`src/rtl/assert_macros.svh`:
```
// assertion helpers shared by the rtl
`ifndef ASSERT_MACROS_SVH
`define ASSERT_MACROS_SVH

// same-cycle implication, inactive during reset
`define ASSERT_IMPLY(label, clk, rst_n, ante, cons, msg) \
    label: assert property (@(posedge clk) disable iff (!rst_n) (ante) |-> (cons)) \
        else $error(msg);

// next-cycle implication, inactive during reset
`define ASSERT_NEXT(label, clk, rst_n, ante, cons, msg) \
    label: assert property (@(posedge clk) disable iff (!rst_n) (ante) |=> (cons)) \
        else $error(msg);

`endif

```
`src/rtl/esc_pkg.sv`:
```
`timescale 1ns / 1ps

package esc_pkg;

    // port widths
    localparam int UNIX_W = 38;
    localparam int ZONE_W = 17;

    // zone offset after reset, +3 hours
    localparam logic signed [ZONE_W-1:0] ZONE_RESET = 17'sd10800;

    // seconds from 1601-01-01 to 1970-01-01
    localparam logic [38:0] EPOCH_BIAS = 39'd11644473600;

    // a day is 2^7 * 675 seconds
    localparam int unsigned DAY_SHIFT = 7;
    localparam int unsigned DAY_DIV   = 675;
    localparam int unsigned SEC_DAY   = 86400;
    localparam int unsigned SEC_HOUR  = 3600;
    localparam int unsigned SEC_MIN   = 60;

    // period lengths in days
    localparam int unsigned DAYS_400Y = 146097;
    localparam int unsigned DAYS_100Y = 36524;
    localparam int unsigned DAYS_4Y   = 1461;
    localparam int unsigned DAYS_1Y   = 365;
    localparam int unsigned WEEK_DAYS = 7;

    // clamp limits of the period counts
    localparam int unsigned CENT_MAX = 3;
    localparam int unsigned QUAD_MAX = 24;
    localparam int unsigned ANN_MAX  = 3;

    localparam int unsigned YEAR_BASE = 1601;
    localparam int unsigned YEAR_TM   = 1900;

    // reciprocals floor(2^k / d), k = dividend width, so the estimate is exact or one low
    localparam longint unsigned RCP_SEC  = (64'd1 << 32) / 64'(DAY_DIV);
    localparam longint unsigned RCP_400Y = (64'd1 << 23) / 64'(DAYS_400Y);
    localparam longint unsigned RCP_WEEK = (64'd1 << 24) / 64'(WEEK_DAYS);
    localparam longint unsigned RCP_HOUR = (64'd1 << 17) / 64'(SEC_HOUR);
    localparam longint unsigned RCP_MIN  = (64'd1 << 12) / 64'(SEC_MIN);
    localparam longint unsigned RCP_4Y   = (64'd1 << 16) / 64'(DAYS_4Y);

    // cumulative days before each month, common and leap year
    localparam logic [8:0] CUM_DAYS [2][13] = '{
        '{9'd0, 9'd31, 9'd59, 9'd90, 9'd120, 9'd151, 9'd181,
          9'd212, 9'd243, 9'd273, 9'd304, 9'd334, 9'd365},
        '{9'd0, 9'd31, 9'd60, 9'd91, 9'd121, 9'd152, 9'd182,
          9'd213, 9'd244, 9'd274, 9'd305, 9'd335, 9'd366}
    };

    typedef struct packed {
        logic       hit;
        logic [3:0] mon;
    } month_sel_t;

    // first month whose cumulative end exceeds the day of year
    function automatic month_sel_t month_find(input logic [8:0] yday, input logic leap);
        month_sel_t sel;
        sel.hit = 1'b0;
        sel.mon = 4'd11;
        for (int m = 12; m >= 1; m--)
        begin
            if (yday < CUM_DAYS[leap][m])
            begin
                sel.hit = 1'b1;
                sel.mon = 4'(m - 1);
            end
        end
        return sel;
    endfunction

endpackage

```
`src/rtl/epoch_seconds_to_calendar.sv`:
```
`timescale 1ns / 1ps
// epoch_seconds_to_calendar: unix seconds to broken-down gregorian local time
//
// input channel: in_valid / in_stall with unix_seconds; a transfer happens on a
//   rising edge with in_valid high and in_stall low
// output channel: out_valid / out_stall with the eight calendar fields; one result
//   per input item, in order
// config channel: cfg_valid / cfg_ready with cfg_data, the signed zone offset in
//   seconds; cfg_ready is always high, write only while the pipeline is empty
// path: an input transfer loads the stage A register, and the item then moves
//   through the B to N registers in order; the N register drives the outputs
// throughput: one item per cycle unless stalled; fourteen register stages,
//   each about one constant-reciprocal multiply or one narrow subtract and compare
// stall: out_stall holding a valid result freezes every stage at once, in_stall
//   follows it in the same cycle; nothing is dropped or repeated
// reset: all stage valid bits clear, zone offset returns to +10800 s (+3 hours)
`include "assert_macros.svh"

module epoch_seconds_to_calendar (
    input  logic                              clk,
    input  logic                              rst_n,
    // item input
    input  logic                              in_valid,
    output logic                              in_stall,
    input  logic [esc_pkg::UNIX_W-1:0]        unix_seconds,
    // result output
    output logic                              out_valid,
    input  logic                              out_stall,
    output logic [5:0]                        second_of_minute,
    output logic [5:0]                        minute_of_hour,
    output logic [4:0]                        hour_of_day,
    output logic [4:0]                        day_of_month,
    output logic [3:0]                        month_index,
    output logic [12:0]                       years_since_1900,
    output logic [2:0]                        day_of_week,
    output logic [8:0]                        day_of_year,
    // zone offset register write
    input  logic                              cfg_valid,
    output logic                              cfg_ready,
    input  logic signed [esc_pkg::ZONE_W-1:0] cfg_data
);
    import esc_pkg::*;

    localparam int NUM_STAGES = 14;
    localparam int STG_D      = 3;
    localparam int STG_G      = 6;
    localparam int STG_OUT    = NUM_STAGES - 1;

    // stage payloads
    typedef struct packed {
        logic [38:0] s;
    } a_t;

    typedef struct packed {
        logic [22:0] q0;
        logic [10:0] t_lo;
        logic [6:0]  lo7;
    } b_t;

    typedef struct packed {
        logic [22:0] q0;
        logic [10:0] r0;
        logic [6:0]  lo7;
    } c_t;

    typedef struct packed {
        logic [22:0] days;
        logic [16:0] sod;
    } d_t;

    typedef struct packed {
        logic [18:0] days_lo;
        logic [5:0]  q400_0;
        logic [3:0]  wx_lo;
        logic [3:0]  wq0_lo;
        logic [12:0] sod_lo;
        logic [4:0]  hq0;
    } e_t;

    typedef struct packed {
        logic [5:0]  q400_0;
        logic [18:0] d1_r0;
        logic [3:0]  w_r0;
        logic [4:0]  hq0;
        logic [12:0] h_r0;
    } f_t;

    typedef struct packed {
        logic [5:0]  q400;
        logic [17:0] d1;
        logic [2:0]  wday;
        logic [4:0]  hour;
        logic [11:0] rem_h;
    } g_t;

    typedef struct packed {
        logic [5:0]  q400;
        logic [1:0]  cent;
        logic [15:0] d2;
        logic [2:0]  wday;
        logic [4:0]  hour;
        logic [6:0]  rem_lo7;
        logic [5:0]  mq0;
    } h_t;

    typedef struct packed {
        logic [5:0]  q400;
        logic [1:0]  cent;
        logic [11:0] d2_lo;
        logic [4:0]  q4_0;
        logic [2:0]  wday;
        logic [4:0]  hour;
        logic [5:0]  mq0;
        logic [6:0]  m_r0;
    } i_t;

    typedef struct packed {
        logic [5:0]  q400;
        logic [1:0]  cent;
        logic [4:0]  q4_0;
        logic [11:0] q4_r0;
        logic [2:0]  wday;
        logic [4:0]  hour;
        logic [5:0]  minute;
        logic [5:0]  second;
    } j_t;

    typedef struct packed {
        logic [5:0]  q400;
        logic [1:0]  cent;
        logic [4:0]  q4;
        logic [11:0] d3;
        logic [2:0]  wday;
        logic [4:0]  hour;
        logic [5:0]  minute;
        logic [5:0]  second;
    } k_t;

    typedef struct packed {
        logic [12:0] years;
        logic [8:0]  yday;
        logic        leap;
        logic [2:0]  wday;
        logic [4:0]  hour;
        logic [5:0]  minute;
        logic [5:0]  second;
    } l_t;

    typedef struct packed {
        logic [12:0] years;
        logic [8:0]  yday;
        logic        leap;
        month_sel_t  sel;
        logic [2:0]  wday;
        logic [4:0]  hour;
        logic [5:0]  minute;
        logic [5:0]  second;
    } m_t;

    typedef struct packed {
        logic [5:0]  second;
        logic [5:0]  minute;
        logic [4:0]  hour;
        logic [4:0]  mday;
        logic [3:0]  month;
        logic [12:0] years;
        logic [2:0]  wday;
        logic [8:0]  yday;
    } n_t;

    a_t a_reg, a_next;
    b_t b_reg, b_next;
    c_t c_reg, c_next;
    d_t d_reg, d_next;
    e_t e_reg, e_next;
    f_t f_reg, f_next;
    g_t g_reg, g_next;
    h_t h_reg, h_next;
    i_t i_reg, i_next;
    j_t j_reg, j_next;
    k_t k_reg, k_next;
    l_t l_reg, l_next;
    m_t m_reg, m_next;
    n_t n_reg, n_next;

    logic [NUM_STAGES-1:0]    valid_reg, valid_next;
    logic signed [ZONE_W-1:0] zone_reg;
    logic                     pipe_en;

    // whole pipeline moves together unless a finished result is held
    assign pipe_en   = !(valid_reg[STG_OUT] && out_stall);
    assign in_stall  = !pipe_en;
    assign out_valid = valid_reg[STG_OUT];
    assign cfg_ready = 1'b1;
    assign valid_next = {valid_reg[NUM_STAGES-2:0], in_valid};

    // zone offset register
    always_ff @(posedge clk or negedge rst_n)
    begin
        if (!rst_n)
        begin
            zone_reg <= ZONE_RESET;
        end
        else if (cfg_valid && cfg_ready)
        begin
            zone_reg <= cfg_data;
        end
    end

    // stage A: rebase to 1601 and apply the zone offset
    always_comb
    begin
        a_next.s = {1'b0, unix_seconds} + EPOCH_BIAS
                 + {{(39 - ZONE_W){zone_reg[ZONE_W-1]}}, zone_reg};
    end

    // stage B: day count estimate, seconds / 128 times reciprocal of 675
    logic [54:0] b_prod;
    assign b_prod = 55'(a_reg.s[38:DAY_SHIFT]) * 55'(RCP_SEC);

    always_comb
    begin
        b_next.q0   = b_prod[54:32];
        b_next.t_lo = a_reg.s[17:DAY_SHIFT];
        b_next.lo7  = a_reg.s[DAY_SHIFT-1:0];
    end

    // stage C: remainder of the estimate, low bits suffice since it is below 2 * 675
    logic [10:0] c_mul;
    assign c_mul = 11'(b_reg.q0) * 11'(DAY_DIV);

    always_comb
    begin
        c_next.q0  = b_reg.q0;
        c_next.r0  = b_reg.t_lo - c_mul;
        c_next.lo7 = b_reg.lo7;
    end

    // stage D: correct day count, rebuild second of day
    logic        d_fix;
    logic [10:0] d_rem;
    assign d_fix = c_reg.r0 >= 11'(DAY_DIV);
    assign d_rem = d_fix ? (c_reg.r0 - 11'(DAY_DIV)) : c_reg.r0;

    always_comb
    begin
        d_next.days = c_reg.q0 + 23'(d_fix);
        d_next.sod  = {d_rem[9:0], c_reg.lo7};
    end

    // stage E: estimates for 400-year count, weekday and hour
    logic [28:0] e_q400_prod;
    logic [23:0] e_wx;
    logic [43:0] e_w_prod;
    logic [21:0] e_h_prod;
    assign e_q400_prod = 29'(d_reg.days) * 29'(RCP_400Y);
    assign e_wx        = 24'(d_reg.days) + 24'd1;
    assign e_w_prod    = 44'(e_wx) * 44'(RCP_WEEK);
    assign e_h_prod    = 22'(d_reg.sod) * 22'(RCP_HOUR);

    always_comb
    begin
        e_next.days_lo = d_reg.days[18:0];
        e_next.q400_0  = e_q400_prod[28:23];
        e_next.wx_lo   = e_wx[3:0];
        e_next.wq0_lo  = e_w_prod[27:24];
        e_next.sod_lo  = d_reg.sod[12:0];
        e_next.hq0     = e_h_prod[21:17];
    end

    // stage F: remainders of those estimates
    logic [18:0] f_d_mul;
    logic [3:0]  f_w_mul;
    logic [12:0] f_h_mul;
    assign f_d_mul = 19'(e_reg.q400_0) * 19'(DAYS_400Y);
    assign f_w_mul = e_reg.wq0_lo * 4'(WEEK_DAYS);
    assign f_h_mul = 13'(e_reg.hq0) * 13'(SEC_HOUR);

    always_comb
    begin
        f_next.q400_0 = e_reg.q400_0;
        f_next.d1_r0  = e_reg.days_lo - f_d_mul;
        f_next.w_r0   = e_reg.wx_lo - f_w_mul;
        f_next.hq0    = e_reg.hq0;
        f_next.h_r0   = e_reg.sod_lo - f_h_mul;
    end

    // stage G: one correction step each
    logic g_d_fix;
    logic g_h_fix;
    assign g_d_fix = f_reg.d1_r0 >= 19'(DAYS_400Y);
    assign g_h_fix = f_reg.h_r0 >= 13'(SEC_HOUR);

    always_comb
    begin
        g_next.q400  = f_reg.q400_0 + 6'(g_d_fix);
        g_next.d1    = g_d_fix ? 18'(f_reg.d1_r0 - 19'(DAYS_400Y)) : 18'(f_reg.d1_r0);
        g_next.wday  = (f_reg.w_r0 >= 4'(WEEK_DAYS)) ? 3'(f_reg.w_r0 - 4'(WEEK_DAYS))
                                                     : 3'(f_reg.w_r0);
        g_next.hour  = f_reg.hq0 + 5'(g_h_fix);
        g_next.rem_h = g_h_fix ? 12'(f_reg.h_r0 - 13'(SEC_HOUR)) : 12'(f_reg.h_r0);
    end

    // stage H: century by compare (last day of a 400-year span stays in century 3),
    // minute estimate
    logic [1:0]  h_cent;
    logic [17:0] h_sub;
    logic [17:0] h_m_prod;

    always_comb
    begin
        priority if (g_reg.d1 >= 18'(3 * DAYS_100Y))
            h_cent = 2'(CENT_MAX);
        else if (g_reg.d1 >= 18'(2 * DAYS_100Y))
            h_cent = 2'd2;
        else if (g_reg.d1 >= 18'(DAYS_100Y))
            h_cent = 2'd1;
        else
            h_cent = 2'd0;
    end

    assign h_sub    = 18'(h_cent) * 18'(DAYS_100Y);
    assign h_m_prod = 18'(g_reg.rem_h) * 18'(RCP_MIN);

    always_comb
    begin
        h_next.q400    = g_reg.q400;
        h_next.cent    = h_cent;
        h_next.d2      = 16'(g_reg.d1 - h_sub);
        h_next.wday    = g_reg.wday;
        h_next.hour    = g_reg.hour;
        h_next.rem_lo7 = g_reg.rem_h[6:0];
        h_next.mq0     = h_m_prod[17:12];
    end

    // stage I: 4-year estimate, minute remainder
    logic [20:0] i_q4_prod;
    logic [6:0]  i_m_mul;
    assign i_q4_prod = 21'(h_reg.d2) * 21'(RCP_4Y);
    assign i_m_mul   = 7'(h_reg.mq0) * 7'(SEC_MIN);

    always_comb
    begin
        i_next.q400  = h_reg.q400;
        i_next.cent  = h_reg.cent;
        i_next.d2_lo = h_reg.d2[11:0];
        i_next.q4_0  = i_q4_prod[20:16];
        i_next.wday  = h_reg.wday;
        i_next.hour  = h_reg.hour;
        i_next.mq0   = h_reg.mq0;
        i_next.m_r0  = h_reg.rem_lo7 - i_m_mul;
    end

    // stage J: 4-year remainder, minute and second final
    logic [11:0] j_q4_mul;
    logic        j_m_fix;
    assign j_q4_mul = 12'(i_reg.q4_0) * 12'(DAYS_4Y);
    assign j_m_fix  = i_reg.m_r0 >= 7'(SEC_MIN);

    always_comb
    begin
        j_next.q400   = i_reg.q400;
        j_next.cent   = i_reg.cent;
        j_next.q4_0   = i_reg.q4_0;
        j_next.q4_r0  = i_reg.d2_lo - j_q4_mul;
        j_next.wday   = i_reg.wday;
        j_next.hour   = i_reg.hour;
        j_next.minute = i_reg.mq0 + 6'(j_m_fix);
        j_next.second = j_m_fix ? 6'(i_reg.m_r0 - 7'(SEC_MIN)) : 6'(i_reg.m_r0);
    end

    // stage K: correct 4-year count and clamp it to the century
    logic        k_fix;
    logic [4:0]  k_q4;
    logic [11:0] k_rem;
    assign k_fix = j_reg.q4_r0 >= 12'(DAYS_4Y);
    assign k_q4  = j_reg.q4_0 + 5'(k_fix);
    assign k_rem = k_fix ? (j_reg.q4_r0 - 12'(DAYS_4Y)) : j_reg.q4_r0;

    always_comb
    begin
        k_next.q400   = j_reg.q400;
        k_next.cent   = j_reg.cent;
        k_next.wday   = j_reg.wday;
        k_next.hour   = j_reg.hour;
        k_next.minute = j_reg.minute;
        k_next.second = j_reg.second;
        if (k_q4 > 5'(QUAD_MAX))
        begin
            k_next.q4 = 5'(QUAD_MAX);
            k_next.d3 = k_rem + 12'(DAYS_4Y);
        end
        else
        begin
            k_next.q4 = k_q4;
            k_next.d3 = k_rem;
        end
    end

    // stage L: year in the 4-year span, year number, leap flag
    logic [1:0]  l_ann;
    logic [11:0] l_sub;
    logic [15:0] l_year;

    always_comb
    begin
        priority if (k_reg.d3 >= 12'(3 * DAYS_1Y))
            l_ann = 2'(ANN_MAX);
        else if (k_reg.d3 >= 12'(2 * DAYS_1Y))
            l_ann = 2'd2;
        else if (k_reg.d3 >= 12'(DAYS_1Y))
            l_ann = 2'd1;
        else
            l_ann = 2'd0;
    end

    assign l_sub  = 12'(l_ann) * 12'(DAYS_1Y);
    assign l_year = 16'(YEAR_BASE) + 16'(k_reg.q400) * 16'd400 + 16'(k_reg.cent) * 16'd100
                  + 16'(k_reg.q4) * 16'd4 + 16'(l_ann);

    always_comb
    begin
        l_next.years  = 13'(l_year - 16'(YEAR_TM));
        l_next.yday   = 9'(k_reg.d3 - l_sub);
        // divisible by 4 only in the fourth year; century years leap only at 400
        l_next.leap   = (l_ann == 2'(ANN_MAX))
                     && ((k_reg.q4 != 5'(QUAD_MAX)) || (k_reg.cent == 2'(CENT_MAX)));
        l_next.wday   = k_reg.wday;
        l_next.hour   = k_reg.hour;
        l_next.minute = k_reg.minute;
        l_next.second = k_reg.second;
    end

    // stage M: month search over the cumulative table
    always_comb
    begin
        m_next.years  = l_reg.years;
        m_next.yday   = l_reg.yday;
        m_next.leap   = l_reg.leap;
        m_next.sel    = month_find(l_reg.yday, l_reg.leap);
        m_next.wday   = l_reg.wday;
        m_next.hour   = l_reg.hour;
        m_next.minute = l_reg.minute;
        m_next.second = l_reg.second;
    end

    // stage N: day of month, output register
    logic [8:0] n_base;
    assign n_base = CUM_DAYS[m_reg.leap][m_reg.sel.mon];

    always_comb
    begin
        n_next.second = m_reg.second;
        n_next.minute = m_reg.minute;
        n_next.hour   = m_reg.hour;
        n_next.mday   = m_reg.sel.hit ? 5'(m_reg.yday - n_base + 9'd1) : 5'd1;
        n_next.month  = m_reg.sel.mon;
        n_next.years  = m_reg.years;
        n_next.wday   = m_reg.wday;
        n_next.yday   = m_reg.yday;
    end

    // stage valid bits
    always_ff @(posedge clk or negedge rst_n)
    begin
        if (!rst_n)
        begin
            valid_reg <= '0;
        end
        else if (pipe_en)
        begin
            valid_reg <= valid_next;
        end
    end

    // stage payloads, no reset
    always_ff @(posedge clk)
    begin
        if (pipe_en)
        begin
            a_reg <= a_next;
            b_reg <= b_next;
            c_reg <= c_next;
            d_reg <= d_next;
            e_reg <= e_next;
            f_reg <= f_next;
            g_reg <= g_next;
            h_reg <= h_next;
            i_reg <= i_next;
            j_reg <= j_next;
            k_reg <= k_next;
            l_reg <= l_next;
            m_reg <= m_next;
            n_reg <= n_next;
        end
    end

    assign second_of_minute = n_reg.second;
    assign minute_of_hour   = n_reg.minute;
    assign hour_of_day      = n_reg.hour;
    assign day_of_month     = n_reg.mday;
    assign month_index      = n_reg.month;
    assign years_since_1900 = n_reg.years;
    assign day_of_week      = n_reg.wday;
    assign day_of_year      = n_reg.yday;

    // checks
    `ASSERT_NEXT(a_freeze, clk, rst_n, !pipe_en, $stable(valid_reg) && $stable(n_reg), "pipeline moved while output held")
    `ASSERT_NEXT(a_cfg_write, clk, rst_n, cfg_valid && cfg_ready, zone_reg == $past(cfg_data), "zone offset write lost")
    `ASSERT_IMPLY(a_day_split, clk, rst_n, valid_reg[STG_D], d_reg.sod < 17'(SEC_DAY), "second of day out of range after correction")
    `ASSERT_IMPLY(a_fold, clk, rst_n, valid_reg[STG_G], (g_reg.d1 < 18'(DAYS_400Y)) && (g_reg.rem_h < 12'(SEC_HOUR)) && (g_reg.wday < 3'(WEEK_DAYS)), "remainder correction incomplete")

endmodule
```
`config.mk`:
```
export PLATFORM = sky130hd
export DESIGN_NAME = epoch_seconds_to_calendar
export DESIGN_NICKNAME = d
export VERILOG_FILES = /design/src/rtl/esc_pkg.sv /design/src/rtl/epoch_seconds_to_calendar.sv
export VERILOG_INCLUDE_DIRS = /design/src /design/src/rtl
export SDC_FILE = /design/constraint.sdc
export NUM_CORES = 2
export LEC_CHECK = 0
export BUFFER_PORTS_ARGS = -buffer_cell sky130_fd_sc_hd__buf_2
export CAP_MARGIN = 40
export CORE_UTILIZATION = 48
export CTS_CLUSTER_SIZE = 30
export DETAILED_ROUTE_END_ITERATION = 6
export PLACE_DENSITY = 0.72
export SYNTH_ARGS = -nofsm -noshare
export SYNTH_HDL_FRONTEND = slang
export SYNTH_SLANG_ARGS = --single-unit
```
`constraint.sdc`:
```
create_clock -name clk -period 24.5 [get_ports clk]
set_input_delay 2.45 -clock clk [delete_from_list [all_inputs] [get_ports clk]]
set_output_delay 2.45 -clock clk [all_outputs]
set_load 0.05 [all_outputs]
```
==> impl_metrics.csv <==
group,metric,value,unit
worst_setup_path,critical_path_class,"reg2reg",
clock_network,clk_path_buf_depth,3,
final_layout,drive_above_1_share,6.81,%
sta,max_freq,143,MHz
worst_setup_path,r2r_cells,24,
min_path,hp-class,"reg2reg",
drt,routed_via_density,5.10,
drt,finalWirelength,85.2,mm
final_layout,final_common_cell,"ha_1",
clock_network,postCtsSetupBuffers,0,
yosys,ys_async_sr_fraction,4.72,%
grt,grt_pass1_wl,144,mm
clock_network,clk_latency,0.67,ns
flow_run,cap_violations,0,
clock_network,postCtsHoldBufs,0,
outcome,status,"complete, no violations",
sta,tns,0,ns
worst_setup_path,critPathMaxFanout,8,
sta,finalHoldViolCount,0,
sta,slew_headroom,40.6,%
worst_setup_path,cp.arrival,7.35,ns
final_layout,final_nets,5534,
clock_network,ctsResizeCount,0,
worst_setup_path,reg2reg_slack,17.51,ns
place,io_buffer_count,112,
yosys,synthCells,4033,
worst_setup_path,critPathCaptureType,"flop",
clock_network,cts_tree,"yes",
floorplanning,ios,114,
grt,grt_pass1_vias,29954,
sta,slew_violations,0,
floorplanning,start_util,48.5,%
drt,met3_length,2.72,mm
drt,drt_iter0_drc,1263,
floorplanning,die-height,325,um
floorplanning,core,103000,um2
yosys,syn_nets,5354,
clock_network,clock-sinks,657,
clock_network,clockRootBuffer,"clkbuf_16",
yosys,synth_edf_count,626,
yosys,synth_seq_cells,657,
floorplanning,die_w,325,um
yosys,ys_types,85,
grt,grt_usage,16.6,%
final_layout,antenna_cells,0,
clock_network,clkTransAtPathRegs,0.06,ns
floorplanning,die_area,106000,um2
place,place_congestion,0.865,
sta,min_period_over_period,28.5,%
worst_setup_path,worstPathRequired,24.86,ns
grt,overflow,0,
sta,finalWorstPathRequiredPeriod,6.99,ns
drt,via_count,28822,
sta,rsz0062_at_grt,"no",
grt,antenna_found_initial,1,
yosys,synth_warnings,0,
drt,dr_wl_met2,43.6,mm
sta,setup_viol,0,
drt,routedWlPerCell,15.1,um
final_layout,syn_to_final_growth,9.71,%
drt,ant_nets,0,
final_layout,largest_register_ffs,51,
yosys,syn_area,50200,um2
drt,top_layer_used,"met4",
yosys,synthFlopType,"edfxtp_1",
yosys,seq_area_frac_synth,39.0,%
clock_network,h-tree-depth,3,
drt,met1_length,36.3,mm
sta,fin_skew,0.0413,ns
grt,grt_max_degree,179,
yosys,syn_area_per_cell,12.4,um2
final_layout,final_cell_mix,"878 x ha_1, 713 x inv_1, 626 x edfxtp_1",
floorplanning,rows,118,
drt,drc,0,
drt,dr.pass1.iters,5,
worst_setup_path,start_kind,"flop",
place,dp_hpwl,66.8,mm
clock_network,cts_buffers,76,
min_path,holdPathStages,0,
sta,worst_pin_slew,0.891,ns
-- layer usage --
layer	vias up	global-route usage [%]
met5	-	0
met4	0	5.46
li1	14323	-
met3	141	2.63
met1	13948	20.0
met2	410	30.2
-- area by class of cell --
type	count	area [um2]
well taps	1380	1730
fillers	8613	48500
clock inverters	53	629
repair buffers	122	661
flip-flops and latches	657	19600
multi-input cells	2640	27800
clock buffers	84	1930
inverters	716	2690
-- cells in the mapped netlist (10+ instances only) --
master	count	area, um2
nand4_1	18	113
fa_1	383	7670
nand2_1	114	428
o21bai_1	20	150
o21ai_1	36	180
nor3_1	43	215
xnor2_1	229	2010
nor2_1	107	402
a211oi_1	18	135
dfrtp_1	26	651
clkbuf_1	16	60.1
and3_1	29	181
nor4_1	10	62.6
o21a_1	26	195
mux2_2	28	315
edfxtp_1	626	18800
xor2_1	105	920
a31oi_1	22	138
o21ai_0	64	320
a21o_1	84	631
ha_1	878	11000
nor2b_1	23	144
inv_1	713	2680
a21oi_1	154	771
nand3_1	53	265
nand2b_1	24	150
-- path summary, 6_finish.rpt --
kind                                           from                  endpoint
worst max-delay path            d_reg[20]$_DFFE_PN_       e_reg[21]$_DFFE_PN_
worst min-delay path            k_reg[13]$_DFFE_PN_       l_reg[13]$_DFFE_PN_
worst max register to register  d_reg[20]$_DFFE_PN_       e_reg[21]$_DFFE_PN_
worst min register to register  k_reg[13]$_DFFE_PN_       l_reg[13]$_DFFE_PN_
max in group asynchronous                     rst_n  zone_reg[14]$_DFFE_PN0P_
min in group asynchronous                     rst_n   zone_reg[2]$_DFFE_PN0P_
-- critical path, stage by stage, from the launching register on --
cell and delay (ns):
edfxtp_1 0.58, ha_1 0.24, and3_1 0.21, and3_1 0.29
nand3_1 0.15, nor2_1 0.27, nand2_1 0.16, xnor2_1 0.15
ha_1 0.34, ha_1 0.31, fa_1 0.53, fa_1 0.45
fa_1 0.54, inv_1 0.05, fa_1 0.52, inv_1 0.04
ha_1 0.30, a21o_1 0.16, a21o_1 0.16, a2111oi_0 0.53
a311oi_1 0.21, o21ai_1 0.17, nand2b_1 0.09, a21oi_1 0.18
xor2_1 0.09
-- metrics by stage --
step | setup slack, ns | utilization [%] | instances | cell area [um2] | hold WS (ns)
finish | 17.51 | 53.2 | 5652 | 55000 | 0.398
global route | 17.04 | 53.2 | 5652 | 55000 | 0.412
CTS | 17.49 | 53.2 | 5652 | 55000 | 0.401
detailed placement | 17.51 | 50.7 | 5515 | 52500 | 0.405
global placement | 17.55 | 50.7 | 5514 | 52500 | 0.400
floorplan | 8.80 | - | 4033 | 50200 | 0.400
-- cells by family after synthesis --
family | synth area share (%)
other | 0.00748
buffers and inverters | 5.53
multiplexers | 0.773
XOR/XNOR | 5.83
AO/OA/AOI/OAI | 6.92
adder cells (fa/ha/maj) | 37.2
flip-flops | 39.0
AND/OR/NAND/NOR | 4.73
Power is not shown: default switching activity piles up to over one toggle a cycle in this logic, so the estimate is an artifact.
